**src/hdl/lpd_pkg.sv**
```systemverilog
package lpd_pkg;

  // kind codes of an input word
  localparam logic [1:0] KIND_FRONT  = 2'd0;
  localparam logic [1:0] KIND_BACK   = 2'd1;
  localparam logic [1:0] KIND_DELETE = 2'd2;

  // depth of the command queue between front and back
  localparam int unsigned QDEPTH = 2;

  typedef struct packed {
    logic [1:0]         kind;
    logic signed [31:0] value;
    logic [5:0]         position;
  } in_word_t;

  typedef struct packed {
    logic signed [31:0] element;
    logic               is_last;
    logic               list_empty;
    logic               dropped;
  } out_word_t;

  typedef enum logic [1:0] {
    OP_FRONT  = 2'd0,
    OP_BACK   = 2'd1,
    OP_DELETE = 2'd2,
    OP_NONE   = 2'd3
  } op_t;

  typedef struct packed {
    op_t                op;
    logic signed [31:0] value;
    logic [5:0]         position;
  } cmd_t;

endpackage

```
**src/hdl/list_push_delete_at_index_core.sv**
```systemverilog
// ordered list of up to CAPACITY signed values in a circular store. each word
// pushes a value at the front, pushes one at the back, or deletes the element
// at a position (later elements close the gap); anything else leaves the list
// as it is. after every word the whole list is sent front to back, one result
// per cycle on out_strobe/out_word, with is_last on the final one; an empty
// list gives a single result with list_empty set and element zero, and a push
// onto a full list is refused with dropped set on every result of its listing.
// a word is taken when start is high and busy is low; two words can wait in
// the command queue, and busy is high only while that queue is full. results
// cannot be held off: each is on the ports for exactly one cycle.
// per word the back end picks it up from the queue while idle, then lists the
// entries in order (one result for an empty list), since the list store has one
// read port and gives one element a cycle; the last result leaves while the back
// end picks up the next word. a delete from the middle first moves the later
// entries one place nearer the front through the same port; the slowest word is
// a delete at position one on a full list.
// the store needs no clearing after reset: only live entries are ever read
module list_push_delete_at_index_core #(
  parameter int unsigned CAPACITY   = 32,
  parameter int unsigned VALUE_BITS = 32
) (
  input  logic               clk,
  input  logic               rst_n,
  input  logic               start,
  output logic               busy,
  input  lpd_pkg::in_word_t  in_word,
  output logic               out_strobe,
  output lpd_pkg::out_word_t out_word
);
  import lpd_pkg::*;

  // command handed from the front queue to the back end
  cmd_t cmd;
  logic cmd_valid;
  logic cmd_pop;

  // front: takes words, turns kind into an operation, queues them
  lpd_front u_front (
    .clk      (clk),
    .rst_n    (rst_n),
    .start    (start),
    .busy     (busy),
    .in_word  (in_word),
    .cmd_valid(cmd_valid),
    .cmd      (cmd),
    .cmd_pop  (cmd_pop)
  );

  // back: owns the store, front pointer and count; updates and lists
  lpd_back #(
    .CAPACITY  (CAPACITY),
    .VALUE_BITS(VALUE_BITS)
  ) u_back (
    .clk       (clk),
    .rst_n     (rst_n),
    .cmd_valid (cmd_valid),
    .cmd       (cmd),
    .cmd_pop   (cmd_pop),
    .out_strobe(out_strobe),
    .out_word  (out_word)
  );

endmodule

```
**src/hdl/lpd_ram.sv**
```systemverilog
module lpd_ram #(
  parameter int unsigned WIDTH = 32,
  parameter int unsigned DEPTH = 32
) (
  input  logic                     clk,
  input  logic                     we,
  input  logic [$clog2(DEPTH)-1:0] waddr,
  input  logic [WIDTH-1:0]         wdata,
  input  logic                     re,
  input  logic [$clog2(DEPTH)-1:0] raddr,
  output logic [WIDTH-1:0]         rdata
);

  logic [WIDTH-1:0] mem_r [DEPTH];
  logic [WIDTH-1:0] rdata_r;

  always_ff @(posedge clk) begin
    if (we) begin
      mem_r[waddr] <= wdata;
    end
    if (re) begin
      rdata_r <= mem_r[raddr];
    end
  end

  assign rdata = rdata_r;

endmodule

```
**src/hdl/lpd_front.sv**
```systemverilog
module lpd_front (
  input  logic             clk,
  input  logic             rst_n,
  input  logic             start,
  output logic             busy,
  input  lpd_pkg::in_word_t in_word,
  output logic             cmd_valid,
  output lpd_pkg::cmd_t    cmd,
  input  logic             cmd_pop
);
  import lpd_pkg::*;

  localparam int unsigned PW = (QDEPTH > 1) ? $clog2(QDEPTH) : 1;
  localparam int unsigned NW = $clog2(QDEPTH + 1);

  cmd_t            q_r [QDEPTH];
  logic [PW-1:0]   wp_r, wp_nxt;
  logic [PW-1:0]   rp_r, rp_nxt;
  logic [NW-1:0]   cnt_r, cnt_nxt;
  cmd_t            cmd_in;
  logic            push;
  logic            pop;

  // classify the incoming word
  always_comb begin
    cmd_in.value    = in_word.value;
    cmd_in.position = in_word.position;
    case (in_word.kind)
      KIND_FRONT:  cmd_in.op = OP_FRONT;
      KIND_BACK:   cmd_in.op = OP_BACK;
      KIND_DELETE: cmd_in.op = OP_DELETE;
      default:     cmd_in.op = OP_NONE;
    endcase
  end

  assign busy      = (cnt_r == NW'(QDEPTH));
  assign push      = start & ~busy;
  assign cmd_valid = (cnt_r != '0);
  assign pop       = cmd_pop & cmd_valid;
  assign cmd       = q_r[rp_r];

  always_comb begin
    wp_nxt  = wp_r;
    rp_nxt  = rp_r;
    cnt_nxt = cnt_r;
    if (push) begin
      wp_nxt = (wp_r == PW'(QDEPTH - 1)) ? '0 : PW'(wp_r + 1'b1);
    end
    if (pop) begin
      rp_nxt = (rp_r == PW'(QDEPTH - 1)) ? '0 : PW'(rp_r + 1'b1);
    end
    case ({push, pop})
      2'b10:   cnt_nxt = NW'(cnt_r + 1'b1);
      2'b01:   cnt_nxt = NW'(cnt_r - 1'b1);
      default: cnt_nxt = cnt_r;
    endcase
  end

  always_ff @(posedge clk) begin
    if (push) begin
      q_r[wp_r] <= cmd_in;
    end
  end

  always_ff @(posedge clk) begin
    if (!rst_n) begin
      wp_r  <= '0;
      rp_r  <= '0;
      cnt_r <= '0;
    end else begin
      wp_r  <= wp_nxt;
      rp_r  <= rp_nxt;
      cnt_r <= cnt_nxt;
    end
  end

endmodule

```
**src/hdl/lpd_back.sv**
```systemverilog
module lpd_back #(
  parameter int unsigned CAPACITY   = 32,
  parameter int unsigned VALUE_BITS = 32
) (
  input  logic               clk,
  input  logic               rst_n,
  input  logic               cmd_valid,
  input  lpd_pkg::cmd_t      cmd,
  output logic               cmd_pop,
  output logic               out_strobe,
  output lpd_pkg::out_word_t out_word
);
  import lpd_pkg::*;

  localparam int unsigned SW   = $clog2(CAPACITY);
  localparam int unsigned CW   = $clog2(CAPACITY + 1);
  localparam int unsigned CMPW = (CW > 6) ? CW : 6;
  localparam int unsigned VW   = (VALUE_BITS > 32) ? VALUE_BITS : 32;

  typedef enum logic [2:0] {
    ST_IDLE  = 3'b001,
    ST_SHIFT = 3'b010,
    ST_LIST  = 3'b100
  } back_state_t;

  back_state_t           state_r, state_nxt;
  logic [CW-1:0]         count_r, count_nxt;
  logic [SW-1:0]         fp_r, fp_nxt;
  logic [CW-1:0]         idx_r, idx_nxt;
  logic [CW-1:0]         wr_idx_r, wr_idx_nxt;
  logic                  pend_r, pend_nxt;
  logic                  drop_r, drop_nxt;
  logic                  emit_r, emit_nxt;
  logic                  last_r, last_nxt;
  logic                  empty_r, empty_nxt;
  logic                  drop_out_r, drop_out_nxt;

  logic                  we, re;
  logic [SW-1:0]         waddr, raddr;
  logic [VALUE_BITS-1:0] wdata, rdata;
  logic [VW-1:0]         push_ext;
  logic [VW-1:0]         rd_ext;
  logic [CW-1:0]         pos_c;
  logic                  pos_ok;
  logic                  full;
  logic [SW-1:0]         fp_inc, fp_dec;

  // circular slot of logical index off
  function automatic logic [SW-1:0] slot_f(input logic [SW-1:0] base,
                                           input logic [CW-1:0] off);
    logic [CW:0] s;
    s = (CW+1)'(base) + (CW+1)'(off);
    if (s >= (CW+1)'(CAPACITY)) begin
      s = s - (CW+1)'(CAPACITY);
    end
    return SW'(s);
  endfunction

  lpd_ram #(
    .WIDTH(VALUE_BITS),
    .DEPTH(CAPACITY)
  ) u_ram (
    .clk  (clk),
    .we   (we),
    .waddr(waddr),
    .wdata(wdata),
    .re   (re),
    .raddr(raddr),
    .rdata(rdata)
  );

  assign push_ext = VW'(cmd.value);
  assign pos_ok   = CMPW'(cmd.position) < CMPW'(count_r);
  assign pos_c    = CW'(cmd.position);
  assign full     = (count_r == CW'(CAPACITY));
  assign fp_inc   = (fp_r == SW'(CAPACITY - 1)) ? '0 : SW'(fp_r + 1'b1);
  assign fp_dec   = (fp_r == '0) ? SW'(CAPACITY - 1) : SW'(fp_r - 1'b1);

  always_comb begin
    state_nxt    = state_r;
    count_nxt    = count_r;
    fp_nxt       = fp_r;
    idx_nxt      = idx_r;
    wr_idx_nxt   = wr_idx_r;
    pend_nxt     = 1'b0;
    drop_nxt     = drop_r;
    emit_nxt     = 1'b0;
    last_nxt     = last_r;
    empty_nxt    = empty_r;
    drop_out_nxt = drop_out_r;
    cmd_pop      = 1'b0;
    we           = 1'b0;
    waddr        = slot_f(fp_r, count_r);
    wdata        = push_ext[VALUE_BITS-1:0];
    re           = 1'b0;
    raddr        = slot_f(fp_r, idx_r);

    case (state_r)
      ST_IDLE: begin
        if (cmd_valid) begin
          cmd_pop   = 1'b1;
          drop_nxt  = 1'b0;
          idx_nxt   = '0;
          state_nxt = ST_LIST;
          case (cmd.op)
            OP_FRONT: begin
              if (full) begin
                drop_nxt = 1'b1;
              end else begin
                we        = 1'b1;
                waddr     = fp_dec;
                fp_nxt    = fp_dec;
                count_nxt = CW'(count_r + 1'b1);
              end
            end
            OP_BACK: begin
              if (full) begin
                drop_nxt = 1'b1;
              end else begin
                we        = 1'b1;
                count_nxt = CW'(count_r + 1'b1);
              end
            end
            OP_DELETE: begin
              if (pos_ok) begin
                if (pos_c == '0) begin
                  // front element leaves: just advance the front
                  count_nxt = CW'(count_r - 1'b1);
                  fp_nxt    = (count_r == CW'(1)) ? '0 : fp_inc;
                end else if (pos_c == CW'(count_r - 1'b1)) begin
                  count_nxt = CW'(count_r - 1'b1);
                end else begin
                  idx_nxt    = CW'(pos_c + 1'b1);
                  wr_idx_nxt = pos_c;
                  state_nxt  = ST_SHIFT;
                end
              end
            end
            default: begin
            end
          endcase
        end
      end

      ST_SHIFT: begin
        // read entry idx, write it one place nearer the front once its registered read data is back
        if (idx_r < count_r) begin
          re       = 1'b1;
          idx_nxt  = CW'(idx_r + 1'b1);
          pend_nxt = 1'b1;
        end
        if (pend_r) begin
          we         = 1'b1;
          waddr      = slot_f(fp_r, wr_idx_r);
          wdata      = rdata;
          wr_idx_nxt = CW'(wr_idx_r + 1'b1);
        end
        if (!pend_r && !(idx_r < count_r)) begin
          count_nxt = CW'(count_r - 1'b1);
          idx_nxt   = '0;
          state_nxt = ST_LIST;
        end
      end

      ST_LIST: begin
        emit_nxt     = 1'b1;
        drop_out_nxt = drop_r;
        if (count_r == '0) begin
          last_nxt  = 1'b1;
          empty_nxt = 1'b1;
          state_nxt = ST_IDLE;
        end else begin
          re        = 1'b1;
          empty_nxt = 1'b0;
          last_nxt  = (idx_r == CW'(count_r - 1'b1));
          idx_nxt   = CW'(idx_r + 1'b1);
          if (idx_r == CW'(count_r - 1'b1)) begin
            state_nxt = ST_IDLE;
          end
        end
      end

      default: begin
        state_nxt = ST_IDLE;
      end
    endcase
  end

  always_ff @(posedge clk) begin
    if (!rst_n) begin
      state_r    <= ST_IDLE;
      count_r    <= '0;
      fp_r       <= '0;
      idx_r      <= '0;
      wr_idx_r   <= '0;
      pend_r     <= 1'b0;
      drop_r     <= 1'b0;
      emit_r     <= 1'b0;
      last_r     <= 1'b0;
      empty_r    <= 1'b0;
      drop_out_r <= 1'b0;
    end else begin
      state_r    <= state_nxt;
      count_r    <= count_nxt;
      fp_r       <= fp_nxt;
      idx_r      <= idx_nxt;
      wr_idx_r   <= wr_idx_nxt;
      pend_r     <= pend_nxt;
      drop_r     <= drop_nxt;
      emit_r     <= emit_nxt;
      last_r     <= last_nxt;
      empty_r    <= empty_nxt;
      drop_out_r <= drop_out_nxt;
    end
  end

  // stored values shorter than 32 bits come out zero-extended
  assign rd_ext     = VW'(rdata);
  assign out_strobe = emit_r;

  always_comb begin
    out_word.element    = empty_r ? '0 : $signed(rd_ext[31:0]);
    out_word.is_last    = last_r;
    out_word.list_empty = empty_r;
    out_word.dropped    = drop_out_r;
  end

endmodule

```
**config.mk**
```make
export PLATFORM = sky130hd
export DESIGN_NAME = list_push_delete_at_index_core
export DESIGN_NICKNAME = d
export VERILOG_FILES = /design/src/hdl/lpd_pkg.sv /design/src/hdl/list_push_delete_at_index_core.sv /design/src/hdl/lpd_ram.sv /design/src/hdl/lpd_front.sv /design/src/hdl/lpd_back.sv
export SDC_FILE = /design/constraint.sdc
export NUM_CORES = 1
export LEC_CHECK = 0
export BUFFER_PORTS_ARGS = -buffer_cell sky130_fd_sc_hd__buf_2
export CORE_UTILIZATION = 58
export CTS_CLUSTER_SIZE = 24
export DETAILED_ROUTE_END_ITERATION = 8
export GPL_ROUTABILITY_DRIVEN = 0
export GPL_TIMING_DRIVEN = 1
export MAX_ROUTING_LAYER = met4
export PLACE_DENSITY = 0.74
export RECOVER_POWER = 100
export SYNTH_ARGS = -nofsm -noshare
export SYNTH_HDL_FRONTEND = slang
export SYNTH_SLANG_ARGS = --single-unit
```
**constraint.sdc**
```tcl
create_clock -name clk -period 6.6 [get_ports clk]
set_clock_uncertainty 0.2 [all_clocks]
set_input_delay 1.32 -clock clk [delete_from_list [all_inputs] [get_ports clk]]
set_output_delay 1.32 -clock clk [all_outputs]
set_load 0.03 [all_outputs]
```
Yosys cells after proc, flatten, opt, wreduce, memory -nomap -nowiden --
Memory sizes are Yosys's and may differ from the RTL's. A register that Yosys moved wholly into a read port is not among the register bits. Cells that the tools add are included.
Operators by class: add/sub/neg operators 17, $lt $le $gt $ge 5, equal/unequal tests 32, muxes and demuxes 76, bitwise gates (word level) 3, reductions and logical operators 21
Operator list (number):
- two-way mux 6 bit | 20
- two-way mux 32 bit | 3
- two-way mux 5 bit | 13
- one-hot mux 6 bit (2 select lines) | 3
- adder 6 x 1 -> 6 bit (second input constant) | 4
- two-way mux 3 bit | 8
- adder 5 x 6 -> 7 bit | 3
- >= comparator 7 x 6 -> 1 bit (second input constant) | 3
- two-way mux 1 bit | 21
- one-hot mux 5 bit (2 select lines) | 2
- subtractor 5 x 1 -> 5 bit (second input constant) | 4
- one-hot mux 6 bit (3 select lines) | 1
- AND reduction 7 bit | 2
- == test 6 bit | 2
- logical NOT 6 bit | 2
- less-than comparator 6 bit | 2
- != test 2 bit (second input constant) | 6
- != test 2 x 1 -> 1 bit (second input constant) | 5
- one-hot mux 3 bit (3 select lines) | 1
- == test 2 bit (second input constant) | 4
- nonzero test 2 bit | 4
- == test 2 x 1 -> 1 bit (second input constant) | 3
- == test 6 x 1 -> 1 bit (second input constant) | 1
- == test 6 bit (second input constant) | 1
- other kinds (28) | 36
Word-level totals: bits in registers 36, bits in writable memories 1104, input port bits 43, output and inout bits 37, word-level logic and storage cells 170, memories kept 2
Memories:
- u_back.u_ram.mem_r | words 32, bits a word 32, read ports 1, clocked after Yosys merged registers in 1, wr ports 1, RTL line lpd_ram.sv:14 | logic [WIDTH-1:0] mem_r [DEPTH];
- u_front.q_r | words 2, bits a word 40, read ports 1, clocked after Yosys merged registers in 1, wr ports 1, RTL line lpd_front.sv:16 | cmd_t q_r [QDEPTH];

Longest topological paths before layout --
word-level depth 8, mapped depth 12, depth with buffers taken out 10

Cells and area by module --
Synthesis repeated with hierarchy kept, for this count alone.
Unflattened totals: cell total of the unflattened synthesis 2925, area, all modules 47558.1 µm²
Modules (own cells, without submodules):
- lpd_ram | times used 1, cells an instance 2260, area an instance 40812.9 µm², sequential area each 31710.4 µm²
- lpd_back | times used 1, cells an instance 513, area an instance 3626.0 µm², sequential area each 620.6 µm²
- lpd_front | times used 1, cells an instance 152, area an instance 3119.2 µm², sequential area each 2502.4 µm²

Worst setup path before layout --
OpenSTA, ideal clock, no wires.
path kind register -> register, start reg u_back.fp_r[1], end mem u_back.u_ram.mem_r[27][0] (enable), setup time 461 ps, data arrival time 4389 ps, required time 5939 ps, slack 1550 ps, stages on the path, launching flop included 10, path buffers 0, clock period less this slack 5050 ps, cell sequence dfxtp_1 inv_1 ha_1 or4b_2 nand2_1 a31oi_1 a21boi_2 nor2_1 nand2_1 nor3_1
Between the ends: cells in the longest elaborated chain, start to end 7, elaborated cells between the ends (all ways) 16, classes of those cells 5 x add/sub; 2 x order compare; 8 x mux; 1 x reduce/logical
Ends and longest elaborated chain:
- start, declared | RTL line lpd_back.sv:28 | logic [SW-1:0] fp_r, fp_nxt;
- start signal, assigned | RTL line lpd_back.sv:205 | fp_r <= fp_nxt;
- adder 5 x 6 -> 7 bit | RTL line lpd_back.sv:52 | s = (CW+1)'(base) + (CW+1)'(off);
- >= comparator 7 x 6 -> 1 bit or subtractor 5 x 1 -> 5 bit (tied branches) | RTL line lpd_back.sv:53, lpd_back.sv:54
- two-way mux 5 bit | RTL line lpd_back.sv:53 | if (s >= (CW+1)'(CAPACITY)) begin
- two-way mux 5 bit | RTL line lpd_back.sv:107 | if (full) begin
- two-way mux 5 bit | RTL line lpd_back.sv:105 | case (cmd.op)
- two-way mux 5 bit | RTL line lpd_back.sv:100 | if (cmd_valid) begin
- one-hot mux 5 bit (2 select lines) * | RTL line lpd_back.sv:98 | case (state_r)
- end, declared | RTL line lpd_ram.sv:14
Every way passes the cells marked *; elsewhere a longest branch is shown, timed or not.

Worst setup path in the final report --
start reg u_back.state_r[2], end mem u_back.u_ram.mem_r[27][28] (enable)
Between the ends: cells in the longest elaborated chain, start to end 4, elaborated cells between the ends (all ways) 6, classes of those cells 2 x eq/ne; 4 x mux
Ends and longest elaborated chain:
- start, declared | RTL line lpd_back.sv:26 | back_state_t state_r, state_nxt;
- start signal, assigned | RTL line lpd_back.sv:203 | state_r <= state_nxt;
- == test 3 x 2 -> 1 bit or == test 3 x 1 -> 1 bit (tied branches) | RTL line lpd_back.sv:98
- one-hot mux 1 bit (2 select lines) | RTL line lpd_back.sv:98
- two-way mux 1 bit | RTL line lpd_ram.sv:18 | if (we) begin
- two-way mux 1 bit (not written as such) | RTL line lpd_ram.sv:19 | mem_r[waddr] <= wdata;
Several ways; a longest one is shown, not always the timed one.

==> out/metrics.csv <==
metric,value,unit
worst-slew-pin-transition,2390,ps
num_rows,103,
grt_pass1_vias,25400,
largest_net_degree_at_the_start_of_global_routing,129,
critical_path_required,6680,ps
fraction_of_the_mapped_netlist_area_in_compound_gates,2.40,%
syn_area_per_cell,18.1,sq um
cts_resized,0,
cts_tree,done,
cts_buffers,113,
antenna_found_initial,2,
post_cts.repair.setup_buffers,0,
die_y,286,um
finish.net_count,2787,
place.detailed.instances,3640,
min-delay-path-class,register to register,
syn-num-nets,2674,
period_share,85.1,%
n_fill_cell,5174,
reg_to_reg_slack_setup,980,ps
detail_route.vias_per_cell,6.57,
final-seq-area,0.0348,sq mm
total_power,26.9,mW
criticalPathCategory,register to register,
yosys-top-cells-area,"sky130_fd_sc_hd__edfxtp_1, sky130_fd_sc_hd__mux4_2, sky130_fd_sc_hd__nand2_1, sky130_fd_sc_hd__nand3_1, sky130_fd_sc_hd__dfxtp_1",
family_of_cells_with_the_greatest_summed_delay_on_the_critical_path,simple AND/OR/NAND/NOR gates,
violations_in_the_final_reports,"max-capacitance violations, max-slew violations",
finalHoldViolCount,0,
synthMostInstantiatedCell,sky130_fd_sc_hd__edfxtp_1,
crit_chain,"nand4bb_1, nor2_1, a31oi_1, a21boi_0, nor2_1, nand2_1, nor3_2, clkbuf_2",
synth_common_cells,"sky130_fd_sc_hd__edfxtp_1, sky130_fd_sc_hd__nand2_1, sky130_fd_sc_hd__mux4_2, sky130_fd_sc_hd__nand3_1, sky130_fd_sc_hd__nor2_1",
synthesis.area,0.0468,sq mm
fmax,178,MHz
design.die.area,0.0819,sq mm
share_of_cells_above_drive_strength_1,19.0,%
ys_ff_latch,1172,
rsz0062_at_grt,no,
clk_latency,700,ps
synthSimpleGateAreaFrac,6.62,%
non_filler_instance_count_after_layout,3848,
synth_mux_area_share,13.2,%
yosys_warnings,0,
cts-root-buf,sky130_fd_sc_hd__clkbuf_16,
critical_path_arrival,5700,ps
dp_slack,1810,ps
design_area,0.0523,sq mm
antenna_violating_nets_post_route,0,
final_routed_wirelength,112000,um
totalNegativeSetupSlack,0,ps
crit_path_end_kind,register,
power_density,514,mW/mm^2
post-synth-top-area-fraction,72.8,%
top_level_port_count,80,
syn2layout_area_growth,11.7,%
worst_slack,985,ps
postLayoutCoreUtil,65.9,%
path_buf_inv,1,
placed_cell_areas,0.0491,sq mm
worst_path_most_repeated_cell,sky130_fd_sc_hd__nor2_1,
synth_fa_ha_area_share,1.09,%
core_region_area,0.0794,sq mm
cpMaxStageDelayCell,sky130_fd_sc_hd__nand4bb_1,
slew_violations,1008,
largest_family_of_logic_cells_by_synthesized_area,multiplexers,
cts_htree_levels,3,
synth_cells,2592,
synthDominantAreaCellType,sky130_fd_sc_hd__edfxtp_1,
finalWorstPathRequiredPeriod,5620,ps
synth-xor-area-share,0.967,%
part_of_the_yosys_area_used_for_sequential_elements,74.4,%
hpwlAfterDp,63800,um
crit_fanout,32,
drt_first_pass_iters,5,
asyncSetResetFlopFracSynth,0,%
slew-limit-headroom,-59.5,%
cts_num_sinks,1172,
outcome,finished with violations,
floorplan.initialDensity,59.0,%
synthDistinctLibCells,68,
dr_total_vias,25300,
delay_of_the_slowest_critical_path_stage,1670,ps
vdd.ir_drop.worst,0.000444,V
globalRouteTotalUtil,28.8,%
floorplan.die.width,286,um
final-setup-viol-count,0,
number_of_enable_flip_flop_cells_after_synthesis,1136,
yosys_most_used_dff,sky130_fd_sc_hd__edfxtp_1,
footprint_of_the_multi_input_gates,0.0118,sq mm
worstSetupStartpointType,register,
cts_hold_buf,0,
clockBufferDepth,3,
drt-initial-drc-count,3167,
final.hold.worst_slack,273,ps
clkTransAtPathRegs,60,ps
remaining_drc_errors,0,
max_cap_viol_count,30,
routed_wire_length_per_instance,29.2,um
power.leakage,16.6,nW
port_buffers,79,
first_pass_grt_wire_length,165000,um
globalRouteOverflowTotal,0,
-- power by group --
part	switching, mW	internal [mW]
Clock	2.73	3.47
Sequential	0.224	9.43
Combinational	7.00	4.03
-- routing by layer --
metal / global-route usage (%) / share of wire, % / up-vias
met2: 44.9 / 48 / 1577
li1: - / - / 10500
met5: - / 0 / -
met4: 8.13 / 2.8 / 0
met1: 39.2 / 38 / 13100
met3: 5.60 / 11 / 210
-- state kept, by name (all words and copies together), names as in the netlist, 2 cells and up, named ones only --
| name | cells |
|---|---|
| u_back.count_r | 6 |
| u_back.fp_r | 5 |
| u_back.idx_r | 6 |
| u_back.state_r | 3 |
| u_back.u_ram.mem_r | 1024 |
| u_back.u_ram.rdata | 32 |
| u_back.wr_idx_r | 5 |
| u_front.cnt_r | 2 |
| u_front.q_r | 80 |
-- path summary, 6_finish.rpt --
check | endpoint | start | cells past startpoint
worst max-delay path | u_back.u_ram.mem_r[27][28] | u_back.state_r[2] | 8
worst min-delay path | u_back.drop_out_r | u_back.drop_out_r | 2
worst min register to register | u_back.drop_out_r | u_back.drop_out_r | 2
worst max register to register | u_back.u_ram.mem_r[27][28] | u_back.state_r[2] | 8
-- layout by cell type, fill, tap and decap left out, drive strengths merged, types with 14 or more instances in the layout --
master  synthesis  layout
mux4          256     256
nand3         176     176
inv            20      24
a21oi          70      70
nor2           98      98
nor3           14      14
ha             36      36
nor2b          35      35
nand2         325     325
clkinv          0      58
clkbuf         91     233
buf            48      40
xnor2          32      32
edfxtp       1136    1136
dfxtp          36      36
mux2i          40      40
o21ai          59      59
-- logic make-up (layout without fill, tap and decap cells) --
kind of cell	Yosys count	after routing
mux	298	298
compound gates	183	183
buf+inv	159	364
simple gates	694	694
flops	1172	1172
xor+xnor	47	47
fa+ha+maj	39	39
other cells	0	1
-- final cells by class --
| type | instances | area share (%) |
|---|---|---|
| clock buffer | 136 | 5.59 |
| multi-input combinational | 1261 | 22.5 |
| antenna | 1 | 0.00478 |
| clock inverter | 71 | 1.17 |
| sequential | 1172 | 66.6 |
| inverter | 20 | 0.144 |
| tap | 1050 | 2.51 |
| timing repair buffer | 137 | 1.43 |
-- worst reg2reg max path, cell delays in order (launching register included) --
cell and delay, ps:
sky130_fd_sc_hd__dfxtp_1 420, sky130_fd_sc_hd__nand4bb_1 1670, sky130_fd_sc_hd__nor2_1 550, sky130_fd_sc_hd__a31oi_1 160, sky130_fd_sc_hd__a21boi_0 260, sky130_fd_sc_hd__nor2_1 150, sky130_fd_sc_hd__nand2_1 450, sky130_fd_sc_hd__nor3_2 330
sky130_fd_sc_hd__clkbuf_2 1010
Power figures use the tool's default switching activity.
